### config.mk
export PLATFORM = sky130hd
export DESIGN_NAME = stereo_linear_resampler
export DESIGN_NICKNAME = d
export VERILOG_FILES = /design/src/slr_pkg.sv /design/src/slr_front.sv /design/src/slr_queue.sv /design/src/slr_back.sv /design/src/stereo_linear_resampler.sv
export SDC_FILE = /design/constraint.sdc
export NUM_CORES = 2
export LEC_CHECK = 0
export BUFFER_PORTS_ARGS = -buffer_cell sky130_fd_sc_hd__clkbuf_2
export CORE_AREA = 2 2 288 290
export DETAILED_ROUTE_END_ITERATION = 16
export DIE_AREA = 0 0 290 292
export GPL_TIMING_DRIVEN = 0
export PLACE_DENSITY = 0.62
export SYNTH_ARGS = -nofsm -noshare
export SYNTH_HDL_FRONTEND = slang
export SYNTH_SLANG_ARGS = --single-unit
export TNS_END_PERCENT = 5
### constraint.sdc
create_clock -name clock -period 12.3 [get_ports clock]
set_input_delay 0.615 -clock clock [delete_from_list [all_inputs] [get_ports clock]]
set_output_delay 0.615 -clock clock [all_outputs]
set_load 0.05 [all_outputs]
### src/slr_pkg.sv
// ----------------------------------------------------------------------------
// Stereo linear resampler package
// Types and fixed constants shared by the resampler modules.
// ----------------------------------------------------------------------------
`default_nettype none

package slr_pkg;

   localparam int SAMPLE_W = 16;
   localparam int STEP_W = 23;
   localparam int PHASE_W = 23;
   localparam int MAX_RESULTS = 64;
   localparam int CNT_W = 7;
   localparam int QUEUE_ADDR_W = 2;
   localparam logic [STEP_W-1:0] STEP_RESET = 23'd65536;

   typedef struct packed {
      logic                       first;
      logic signed [SAMPLE_W-1:0] right;
      logic signed [SAMPLE_W-1:0] left;
   } frame_type;

   typedef struct packed {
      logic full;
      logic empty;
   } queue_status_type;

endpackage

`default_nettype wire

### src/slr_front.sv
// ----------------------------------------------------------------------------
// Resampler front end
// Accepts source frames and marks the first frame after reset as store-only.
// ----------------------------------------------------------------------------
`default_nettype none

module slr_front (
   input  wire logic                        clock,
   input  wire logic                        reset,
   input  wire logic                        req_tvalid,
   output logic                             req_tready,
   input  wire logic [2*slr_pkg::SAMPLE_W-1:0] req_tdata,
   input  wire slr_pkg::queue_status_type   queue_status,
   output logic                             push,
   output slr_pkg::frame_type               push_frame
);

   logic have_prev_ff;

   assign req_tready = !queue_status.full;
   assign push       = req_tvalid && req_tready;

   always_comb begin
      push_frame.first = !have_prev_ff;
      push_frame.left  = req_tdata[slr_pkg::SAMPLE_W-1:0];
      push_frame.right = req_tdata[2*slr_pkg::SAMPLE_W-1:slr_pkg::SAMPLE_W];
   end

   always_ff @(posedge clock) begin
      if (reset) begin
         have_prev_ff <= 1'b0;
      end else if (push) begin
         have_prev_ff <= 1'b1;
      end
   end

endmodule

`default_nettype wire

### src/slr_queue.sv
// ----------------------------------------------------------------------------
// Resampler frame queue
// Short first-in first-out buffer between the front and back ends.
// ----------------------------------------------------------------------------
`default_nettype none

module slr_queue (
   input  wire logic                      clock,
   input  wire logic                      reset,
   input  wire logic                      push,
   input  wire slr_pkg::frame_type        push_frame,
   input  wire logic                      pop,
   output slr_pkg::frame_type             pop_frame,
   output slr_pkg::queue_status_type      status
);

   localparam int AW = slr_pkg::QUEUE_ADDR_W;
   localparam int DEPTH = 1 << AW;

   slr_pkg::frame_type entry_ff [DEPTH];
   logic [AW:0] wr_ptr_ff;
   logic [AW:0] rd_ptr_ff;

   always_comb begin
      status.empty = (wr_ptr_ff == rd_ptr_ff);
      status.full  = (wr_ptr_ff[AW] != rd_ptr_ff[AW]) &&
                     (wr_ptr_ff[AW-1:0] == rd_ptr_ff[AW-1:0]);
   end

   assign pop_frame = entry_ff[rd_ptr_ff[AW-1:0]];

   always_ff @(posedge clock) begin
      if (push) begin
         entry_ff[wr_ptr_ff[AW-1:0]] <= push_frame;
      end
   end

   always_ff @(posedge clock) begin
      if (reset) begin
         wr_ptr_ff <= '0;
         rd_ptr_ff <= '0;
      end else begin
         if (push) begin
            wr_ptr_ff <= wr_ptr_ff + 1'b1;
         end
         if (pop) begin
            rd_ptr_ff <= rd_ptr_ff + 1'b1;
         end
      end
   end

endmodule

`default_nettype wire

### src/slr_back.sv
// ----------------------------------------------------------------------------
// Resampler back end
// Steps the phase over each frame and interpolates both channels.
// ----------------------------------------------------------------------------
`default_nettype none

module slr_back #(
   parameter int FRAC_BITS = 16
) (
   input  wire logic                          clock,
   input  wire logic                          reset,
   input  wire logic                          csr_valid,
   input  wire logic [slr_pkg::STEP_W-1:0]    csr_data,
   input  wire slr_pkg::queue_status_type     queue_status,
   input  wire slr_pkg::frame_type            pop_frame,
   output logic                               pop,
   output logic                               rsp_tvalid,
   input  wire logic                          rsp_tready,
   output logic [2*slr_pkg::SAMPLE_W-1:0]     rsp_tdata,
   output logic                               rsp_tlast
);

   localparam int SW = slr_pkg::SAMPLE_W;
   localparam int PW = slr_pkg::PHASE_W;
   localparam int CW = slr_pkg::CNT_W;
   localparam int EXT_W = (FRAC_BITS + 1 > PW) ? FRAC_BITS + 1 : PW;
   localparam int PROD_W = SW + FRAC_BITS + 2;

   localparam logic ST_IDLE = 1'b0;
   localparam logic ST_RUN  = 1'b1;

   localparam logic [EXT_W-1:0]        ONE_EXT = EXT_W'(1) << FRAC_BITS;
   localparam logic signed [PROD_W-1:0] BIAS = PROD_W'((64'd1 << FRAC_BITS) - 64'd1);

   logic                   state_ff;
   logic [slr_pkg::STEP_W-1:0] step_ff;
   logic [PW-1:0]          phase_ff;
   logic [CW-1:0]          count_ff;
   logic signed [SW-1:0]   prev_l_ff;
   logic signed [SW-1:0]   prev_r_ff;
   logic signed [SW-1:0]   cur_l_ff;
   logic signed [SW-1:0]   cur_r_ff;

   logic                   b_valid_ff;
   logic                   b_last_ff;
   logic signed [SW-1:0]   b_base_l_ff;
   logic signed [SW-1:0]   b_base_r_ff;
   logic signed [PROD_W-1:0] b_prod_l_ff;
   logic signed [PROD_W-1:0] b_prod_r_ff;

   logic                   o_valid_ff;
   logic                   o_last_ff;
   logic [SW-1:0]          o_left_ff;
   logic [SW-1:0]          o_right_ff;

   logic [EXT_W-1:0]       phase_ext;
   logic                   ge_one;
   logic                   done;
   logic                   advance;
   logic                   issue;
   logic [PW:0]            phase_sum;
   logic [PW-1:0]          phase_in;
   logic                   last_in;
   logic signed [FRAC_BITS:0] frac_s;
   logic signed [SW:0]     diff_l;
   logic signed [SW:0]     diff_r;
   logic signed [PROD_W-1:0] prod_l_in;
   logic signed [PROD_W-1:0] prod_r_in;
   logic signed [PROD_W-1:0] num_l;
   logic signed [PROD_W-1:0] num_r;
   logic signed [PROD_W-1:0] quot_l;
   logic signed [PROD_W-1:0] quot_r;

   assign phase_ext = EXT_W'(phase_ff);
   assign ge_one    = (phase_ext >= ONE_EXT);
   assign done      = ge_one || (count_ff == CW'(slr_pkg::MAX_RESULTS));
   assign advance   = !o_valid_ff || rsp_tready;
   assign issue     = (state_ff == ST_RUN) && !done && advance;
   assign pop       = (state_ff == ST_IDLE) && !queue_status.empty;

   // The phase saturates at all ones rather than wrapping.
   always_comb begin
      phase_sum = {1'b0, phase_ff} + {1'b0, step_ff};
      phase_in  = phase_sum[PW] ? '1 : phase_sum[PW-1:0];
      last_in   = (EXT_W'(phase_in) >= ONE_EXT) ||
                  (count_ff == CW'(slr_pkg::MAX_RESULTS - 1));
   end

   // prev*(1-f) + cur*f is formed as prev*one + (cur-prev)*f.
   always_comb begin
      frac_s    = $signed({1'b0, phase_ext[FRAC_BITS-1:0]});
      diff_l    = $signed({cur_l_ff[SW-1], cur_l_ff}) - $signed({prev_l_ff[SW-1], prev_l_ff});
      diff_r    = $signed({cur_r_ff[SW-1], cur_r_ff}) - $signed({prev_r_ff[SW-1], prev_r_ff});
      prod_l_in = PROD_W'(diff_l) * PROD_W'(frac_s);
      prod_r_in = PROD_W'(diff_r) * PROD_W'(frac_s);
   end

   // Division by one truncates toward zero, so negative sums get a bias first.
   always_comb begin
      num_l  = (PROD_W'(b_base_l_ff) <<< FRAC_BITS) + b_prod_l_ff;
      num_r  = (PROD_W'(b_base_r_ff) <<< FRAC_BITS) + b_prod_r_ff;
      quot_l = (num_l[PROD_W-1] ? num_l + BIAS : num_l) >>> FRAC_BITS;
      quot_r = (num_r[PROD_W-1] ? num_r + BIAS : num_r) >>> FRAC_BITS;
   end

   always_ff @(posedge clock) begin
      if (reset) begin
         state_ff  <= ST_IDLE;
         step_ff   <= slr_pkg::STEP_RESET;
         phase_ff  <= '0;
         count_ff  <= '0;
         prev_l_ff <= '0;
         prev_r_ff <= '0;
      end else begin
         if (csr_valid) begin
            step_ff <= csr_data;
         end
         unique case (state_ff)
            ST_IDLE: begin
               if (pop) begin
                  if (pop_frame.first) begin
                     prev_l_ff <= pop_frame.left;
                     prev_r_ff <= pop_frame.right;
                  end else begin
                     cur_l_ff <= pop_frame.left;
                     cur_r_ff <= pop_frame.right;
                     count_ff <= '0;
                     state_ff <= ST_RUN;
                  end
               end
            end
            ST_RUN: begin
               if (done) begin
                  phase_ff  <= ge_one ? PW'(phase_ext - ONE_EXT) : '0;
                  prev_l_ff <= cur_l_ff;
                  prev_r_ff <= cur_r_ff;
                  state_ff  <= ST_IDLE;
               end else if (issue) begin
                  phase_ff <= phase_in;
                  count_ff <= count_ff + 1'b1;
               end
            end
            default: begin
               state_ff <= ST_IDLE;
            end
         endcase
      end
   end

   always_ff @(posedge clock) begin
      if (reset) begin
         b_valid_ff <= 1'b0;
         o_valid_ff <= 1'b0;
      end else if (advance) begin
         b_valid_ff <= issue;
         o_valid_ff <= b_valid_ff;
      end
   end

   always_ff @(posedge clock) begin
      if (advance) begin
         b_last_ff   <= last_in;
         b_base_l_ff <= prev_l_ff;
         b_base_r_ff <= prev_r_ff;
         b_prod_l_ff <= prod_l_in;
         b_prod_r_ff <= prod_r_in;
         o_last_ff   <= b_last_ff;
         o_left_ff   <= quot_l[SW-1:0];
         o_right_ff  <= quot_r[SW-1:0];
      end
   end

   assign rsp_tvalid = o_valid_ff;
   assign rsp_tlast  = o_last_ff;
   assign rsp_tdata  = {o_right_ff, o_left_ff};

endmodule

`default_nettype wire

### src/stereo_linear_resampler.sv
// ----------------------------------------------------------------------------
// Stereo linear resampler
// Converts 16-bit stereo frames to another rate by linear interpolation.
// ----------------------------------------------------------------------------
// Frames enter on the req_ stream (left in the low half of tdata, right in
// the high half) and interpolated frames leave on the rsp_ stream in the same
// layout, with tlast on the final result that a source frame causes. The
// step ratio (source rate over output rate, unsigned with FRAC_BITS fraction
// bits) is written on the csr_ channel, which is always ready; write it only
// while the block is idle. The first frame after reset is only stored.
// A four-entry queue takes frames while the back end works. The back end
// loads a frame, issues its results and then closes the frame, and it takes
// the next frame from the queue only after that close. The first result of
// a frame passes from the RUN state through the b_ and o_ pipeline registers
// to rsp_tvalid, and the results follow one per cycle while rsp_tready stays
// high. When the receiver stalls, the two-stage interpolation pipeline holds
// and the queue fills, after which req_tready drops. Reset empties the queue
// and the pipeline, clears the phase and the stored frame, and sets the step
// to 65536, which is 1.0 at the default FRAC_BITS of 16.
// ----------------------------------------------------------------------------
`default_nettype none

module stereo_linear_resampler #(
   parameter int FRAC_BITS = 16
) (
   input  wire logic                           clock,
   input  wire logic                           reset,
   input  wire logic                           req_tvalid,
   output logic                                req_tready,
   // in_left [15:0], in_right [31:16]
   input  wire logic [2*slr_pkg::SAMPLE_W-1:0] req_tdata,
   output logic                                rsp_tvalid,
   input  wire logic                           rsp_tready,
   // out_left [15:0], out_right [31:16]
   output logic [2*slr_pkg::SAMPLE_W-1:0]      rsp_tdata,
   output logic                                rsp_tlast,
   input  wire logic                           csr_valid,
   output logic                                csr_ready,
   input  wire logic [slr_pkg::STEP_W-1:0]     csr_data
);

   slr_pkg::queue_status_type queue_status;
   slr_pkg::frame_type        push_frame;
   slr_pkg::frame_type        pop_frame;
   logic                      push;
   logic                      pop;

   assign csr_ready = 1'b1;

   slr_front u_front (
      .clock        (clock),
      .reset        (reset),
      .req_tvalid   (req_tvalid),
      .req_tready   (req_tready),
      .req_tdata    (req_tdata),
      .queue_status (queue_status),
      .push         (push),
      .push_frame   (push_frame)
   );

   slr_queue u_queue (
      .clock      (clock),
      .reset      (reset),
      .push       (push),
      .push_frame (push_frame),
      .pop        (pop),
      .pop_frame  (pop_frame),
      .status     (queue_status)
   );

   slr_back #(
      .FRAC_BITS (FRAC_BITS)
   ) u_back (
      .clock        (clock),
      .reset        (reset),
      .csr_valid    (csr_valid && csr_ready),
      .csr_data     (csr_data),
      .queue_status (queue_status),
      .pop_frame    (pop_frame),
      .pop          (pop),
      .rsp_tvalid   (rsp_tvalid),
      .rsp_tready   (rsp_tready),
      .rsp_tdata    (rsp_tdata),
      .rsp_tlast    (rsp_tlast)
   );

endmodule

`default_nettype wire

Word-level counts from Yosys, hierarchy flattened
Memory sizes are Yosys's and may differ from the RTL's. A register that Yosys moved wholly into a read port is not among the register bits.
Cells that the tools add are included.
{ "classes": {"mul": 2, "n_addsub": 11, "n_eq_ne": 11, "n_div": 0, "n_lt_le_gt_ge": 2, "n_reduce_logical": 18, "shift": 0, "n_bitwise": 3, "n_mux": 27} }
{ "op_table": {"columns": ["op", "count"], "rows": [
  ["$mux W16", 6],
  ["$mux W23", 4],
  ["$add A32 B34 Y34", 2],
  ["$mul A17 B17 Y34", 2],
  ["$add A32 B17 Y32 const B", 2],
  ["$mux W32", 2],
  ["$pmux W16 S2", 2],
  ["$ge A23 B17 Y1 const B", 2],
  ["$sub A16 B16 Y17", 2],
  ["$mux W7", 4],
  ["$add A23 B23 Y24", 1],
  ["$sub A23 B17 Y23 const B", 1],
  ["$pmux W7 S2", 1],
  ["$ne A2 B2 Y1 const B", 6],
  ["$reduce_and A4 Y1", 2],
  ["$add A7 B1 Y7 const B", 1],
  ["$eq A7 B6 Y1 const B", 1],
  ["$eq A7 B7 Y1 const B", 1],
  ["$add A3 B1 Y3 const B", 2],
  ["$logic_and A1 B1 Y1", 5],
  ["$logic_not A1 Y1", 5],
  ["$mux W1", 5],
  ["$mux W2", 2],
  ["$eq A3 B3 Y1", 1],
  ["other kinds (8)", 12]
]} }
{ "totals": {"mem_count": 1, "mem_bits_rw": 132, "romBits": 0, "output_inout_bits": 36, "word_cells": 96, "regBits": 261, "latchBits": 0} }
{ "memory_table": {"columns": ["memory", "depth", "word_bits", "rd", "rd_clocked_by_memory_dff", "write_ports", "line", "source"], "rows": [
  ["u_queue.entry_ff", 4, 33, 1, 1, 1, "slr_queue.sv:20", "slr_pkg::frame_type entry_ff [DEPTH];"]
]} }

Longest topological paths before layout
{ "depth": {"ltp_word": 8, "mapped_depth": 36} }

Hierarchy
From an unflattened synthesis, not the netlist that was laid out.
{ "hier_totals": {"cells_unflattened": 3920, "area_unflattened_um2": 40388.7} }
{ "modules_own_cells": {"columns": ["mod", "instances", "cells_each", "area_per_inst_um2", "seq_area_each_um2"], "rows": [
  ["slr_back", 1, 3668, 34878.5, 6746.5],
  ["slr_queue", 1, 213, 5207.5, 4124.0],
  ["slr_front", 1, 37, 291.5, 20.0],
  ["stereo_linear_resampler", 1, 2, 11.3, 0.0]
]} }

Least setup slack after synthesis
Ideal clock, no wire load.
{ "synth_timing": {"path_type": "register to register", "from": "register u_back.cur_r_ff[0]", "to": "register u_back.b_prod_r_ff[33], data pin", "required_time_ns": 12.040, "slack_ns": 3.849, "t_arrival_ns": 8.191, "stages_incl_launch_ff": 35, "cell_sequence": "edfxtp_1 > inv_1 > ha_1 > fa_1 > nor2b_1 > o21ai_1 > a21boi_1 > o21ai_1 > a21boi_1 > o2111ai_1 > a311oi_1 > o21ai_0 > a31oi_1 > clkbuf_1 > nand2_1 > fa_1 > fa_1 > fa_1 > inv_1 > fa_1 > fa_1 > inv_1 > fa_1 > inv_1 > ha_1 > and4_1 > and2_1 > a22o_1 > nand4b_1 > a21oi_1 > o31ai_1 > or4_1 > a31o_1 > a21oi_1 > xnor2_1"} }
{ "synth_via": {"elab_chain_len": 2} }
{ "synth_rtl": {"columns": ["element", "line", "source"], "rows": [
  ["start: declaration", "slr_back.sv:42", "logic signed [SW-1:0] cur_r_ff;"],
  ["start signal: assignment", "slr_back.sv:126", "cur_r_ff <= pop_frame.right;"],
  ["$sub A16 B16 Y17", "slr_back.sv:93", "diff_r = $signed({cur_r_ff[SW-1], cur_r_ff}) - $signed({prev_r_ff[SW-1], prev_r_ff});"],
  ["$mul A17 B17 Y34", "slr_back.sv:95", "prod_r_in = PROD_W'(diff_r) * PROD_W'(frac_s);"],
  ["net u_back.prod_r_in[33]", "slr_back.sv:68", "logic signed [PROD_W-1:0] prod_r_in;"],
  ["end signal: assignment", "slr_back.sv:166", "b_prod_r_ff <= prod_r_in;"],
  ["end: declaration", "slr_back.sv:49", "logic signed [PROD_W-1:0] b_prod_r_ff;"]
]} }
The timed path passes the listed nets, and every way through them passes these cells.
A chain may end at the register's enable or synchronous reset.

Worst setup path after layout
{ "layout_timing": {"from": "register u_back.prev_r_ff[0]", "to": "register u_back.b_prod_r_ff[33], data pin"} }
{ "layout_via": {"elab_chain_len": 2} }
{ "layout_rtl": {"columns": ["element", "line", "source"], "rows": [
  ["start: declaration", "slr_back.sv:40", "logic signed [SW-1:0] prev_r_ff;"],
  ["start signal: assignment", "slr_back.sv:123", "prev_r_ff <= pop_frame.right;"],
  ["start signal: assignment", "slr_back.sv:136", "prev_r_ff <= cur_r_ff;"],
  ["$sub A16 B16 Y17", "slr_back.sv:93", null],
  ["$mul A17 B17 Y34", "slr_back.sv:95", null],
  ["net u_back.prod_r_in[33]", "slr_back.sv:68", null]
]} }
The timed path passes the listed nets, and every way through them passes these cells.

==> results.py <==
metrics = {
    "outcome": {
        "outcome": "finished, final reports clean",
    },
    "clocking": {
        "cts_num_sinks": 395,
        "clock_latency_ns": 0.62,
        "postCtsSetupBuffers": 0,
        "ctsHoldBuffers": 0,
        "cts_buffers": 45,
        "htree_levels": 2,
        "cts.path.max_buffers": 3,
        "postCtsResizedCells": 0,
        "clkTransAtPathRegs_ns": 0.06,
        "clockRootBuffer": "clkbuf_16",
        "cts_tree": "done",
    },
    "setup_path": {
        "critical_path_class": "register to register",
        "cp_common_cell": "fa_1",
        "cp.arrival_ns": 10.74,
        "startpoint_type": "register",
        "regToRegSetupSlack_ns": 1.89,
        "startpoint": "u_back.prev_r_ff[0]$_SDFFE_PP0P_",
        "cp-end-kind": "register",
        "crit_path_top_delay_cell": "a31oi_1",
        "max_stage_delay_ns": 0.76,
        "timing.rr.start": "u_back.prev_r_ff[0]$_SDFFE_PP0P_",
        "required_ns": 12.63,
        "path_max_fanout": 10,
    },
    "synth": {
        "synth_cells": 3846,
        "synth.net_count": 4730,
        "ys.warnings.count": 0,
        "synthArstFlopShare_pct": 0,
        "synth_ff_type": "edfxtp_1",
        "synth_cell_types": 84,
        "ys_ff_latch": 395,
        "avgSynthCellArea_sq_um": 10.30,
        "netlist_area_sq_um": 39600,
        "yosysSeqAreaShare_pct": 27.50,
        "synth_edf_count": 298,
    },
    "cells_and_area": {
        "finalNonFillerCells": 5099,
        "syn_to_final_growth_pct": 8.591,
        "layout-drive-gt1-share_pct": 5.786,
        "fin_nets": 4874,
        "postLayoutCoreUtil_pct": 52.71,
    },
    "drt": {
        "route.detailed.drc": 0,
        "drtIter0Drc": 1667,
        "met3_length_mm": 6.143,
        "vias": 26981,
        "via_per_inst": 5.291,
        "drt-met1-wl_mm": 41.32,
        "wl_met2_mm": 46.04,
        "first_pass_iters": 6,
        "ant_nets": 0,
        "routed_wl_mm": 96.81,
        "top_layer": "met5",
        "drt-wirelength-per-cell_microns": 18.99,
    },
    "global_routing": {
        "grt_pass1_wl_mm": 154.5,
        "grt_use_total_pct": 23.56,
        "grt_pass1_vias": 27740,
        "antenna_found_initial": 7,
        "grt_max_degree": 65,
        "grt_overflow_total": 0,
    },
    "flow_run": {
        "drv_cap": 0,
    },
    "placement": {
        "post-place-cells": 5013,
        "dp_hpwl_mm": 77.37,
        "gp_congestion": 0.9342,
        "port_buffers": 93,
    },
    "floorplan": {
        "die_w_microns": 290,
        "ios": 96,
        "rows": 105,
        "die_y_microns": 292,
        "core_sq_um": 81580,
        "dieArea_sq_um": 84680,
        "start_util_pct": 48.54,
    },
    "timing": {
        "setup_viol": 0,
        "fin_crit_sh_pct": 84.64,
        "finalHoldViolCount": 0,
        "rsz0062_at_grt": "no",
        "timing.fmax_ghz": 0.09606,
        "drv_slew": 0,
        "setup_tns_ns": 0,
        "worst_pin_slew_ns": 1.300,
        "period_needed_ns": 10.41,
        "fin_skew_ns": 0.04443,
        "relSlewSlack_pct": 12.70,
    },
    "min_path": {
        "min_path_type": "input port to register",
        "hold_path.startpoint": "req_tdata[28]",
    },
    "pwr": {
        "powerDensity_nw_per_um2": 171.4,
        "p_leak_nw": 19.94,
        "peakVddDrop_mv": 0.1483,
    },
}
==> sequential cells by signal (all words and copies together), names as in the netlist, 23 cells and up, named ones only <==
register            flops
u_back.b_prod_l_ff     34
u_queue.entry_ff      132
u_back.step_ff         23
u_back.b_prod_r_ff     34
u_back.phase_ext       23
==> path summary, 6_finish.rpt <==
path                            depth (start not counted)                           endpoint
worst max-delay path                                   33   u_back.b_prod_r_ff[33]$_DFFE_PN_
worst min-delay path                                    1  u_queue.entry_ff[0][28]$_DFFE_PP_
worst max register to register                         33   u_back.b_prod_r_ff[33]$_DFFE_PN_
worst min register to register                          0         u_back.rsp_tlast$_DFFE_PN_
==> worst max-delay path: cells and delay by family (launching register included) <==
kind / cells / cell delay [ns]
compound gates: 13 / 3.32
simple gates: 6 / 1.48
flops: 1 / 0.44
buf+inv: 4 / 0.72
fa+ha+maj: 9 / 4.10
xor+xnor: 1 / 0.10
==> metrics by stage <==
step / setup WS (ns) / instance area, sq um / hold slack, ns / power [mW]
after floorplan: 3.849 / 39600 / 0.4003 / 4.728
after global placement: 2.166 / 41400 / 0.4095 / 5.993
after detailed placement: 2.125 / 41520 / 0.4153 / 6.030
after CTS: 2.052 / 43000 / 0.1823 / 7.406
after global routing: 1.396 / 43000 / 0.2041 / 7.920
final: 1.889 / 43000 / 0.2173 / 7.372
==> cell type report <==
type / count / area (sq um)
clock buffer: 57 / 1222
inverter: 758 / 2845
buffer: 144 / 544.3
clock inverter: 27 / 255.2
timing repair buffer: 97 / 560.5
multi-input combinational: 2549 / 25340
antenna: 2 / 5.005
tap: 1070 / 1339
sequential: 395 / 10890
fill: 7364 / 38580
==> cells in the mapped netlist (all sizes together) (10+ instances only) <==
cell | n | area (sq um)
inv | 758 | 2845
nor2 | 181 | 681.9
nand2 | 353 | 1325
o21bai | 27 | 202.7
ha | 273 | 3416
xnor2 | 151 | 1330
dfxtp | 97 | 1942
a21o | 44 | 331.6
and2 | 221 | 1384
a211oi | 46 | 357.8
o21a | 20 | 150.1
nor3 | 33 | 170.2
clkbuf | 138 | 518.0
xor2 | 45 | 394.1
nand3 | 33 | 165.2
edfxtp | 298 | 8949
mux4 | 33 | 743.2
o21ai | 81 | 416.7
and3 | 14 | 87.58
mux2i | 60 | 600.6
nor2b | 60 | 375.4
a21oi | 130 | 654.4
fa | 551 | 11030
or3 | 15 | 93.84
nor4 | 18 | 118.9
nand4 | 11 | 83.83
maj3 | 10 | 100.1
nand2b | 30 | 187.7
==> power breakdown <==
| part | leakage (nW) | switching, mW | internal, mW |
|---|---|---|---|
| sequential | 3.89 | 0.160 | 1.79 |
| combinational | 15.3 | 2.77 | 1.32 |
| clock | 0.733 | 0.583 | 0.756 |
| total | 19.9 | 3.51 | 3.86 |
==> metal layers <==
metal / GRT usage, % / vias up
li1: - / 12569
met1: 31.27 / 13496
met2: 39.13 / 732
met3: 4.521 / 178
met4: 7.482 / 6
met5: 0 / -
==> cells by family (layout without fill, tap and decap cells) <==
kind of cell	count (synthesis)	after routing	share of synthesized area, %
buffers and inverters	902	1083	8.560
adder cells (fa/ha/maj)	834	834	36.74
AND/OR/NAND/NOR	992	992	12.28
multiplexers	93	93	3.394
flip-flops	395	395	27.50
other	1	3	0.009470
AO/OA/AOI/OAI	433	433	7.163
XOR/XNOR	196	196	4.354
==> placed cells by master (no fill, tap or decap), types with 20 or more instances in the layout <==
cell type / netlist / routed
inv_1: 758 / 758
ha_1: 273 / 273
nand2b_1: 30 / 29
fa_1: 551 / 551
edfxtp_1: 298 / 298
and2_1: 220 / 220
o21bai_1: 27 / 27
nor2b_1: 60 / 60
mux2i_1: 60 / 60
o21a_1: 20 / 20
nor2_1: 180 / 179
clkbuf_16: 0 / 46
a211oi_1: 45 / 45
a21o_1: 43 / 43
nor3_1: 32 / 32
nand3_1: 33 / 33
nand2_1: 353 / 353
dfxtp_1: 97 / 97
a21oi_1: 129 / 129
clkbuf_1: 138 / 146
xor2_1: 45 / 45
mux4_2: 33 / 33
o21ai_0: 67 / 67
xnor2_1: 150 / 150
clkbuf_2: 0 / 93
No activity file was read; power rests on OpenSTA's default activity.
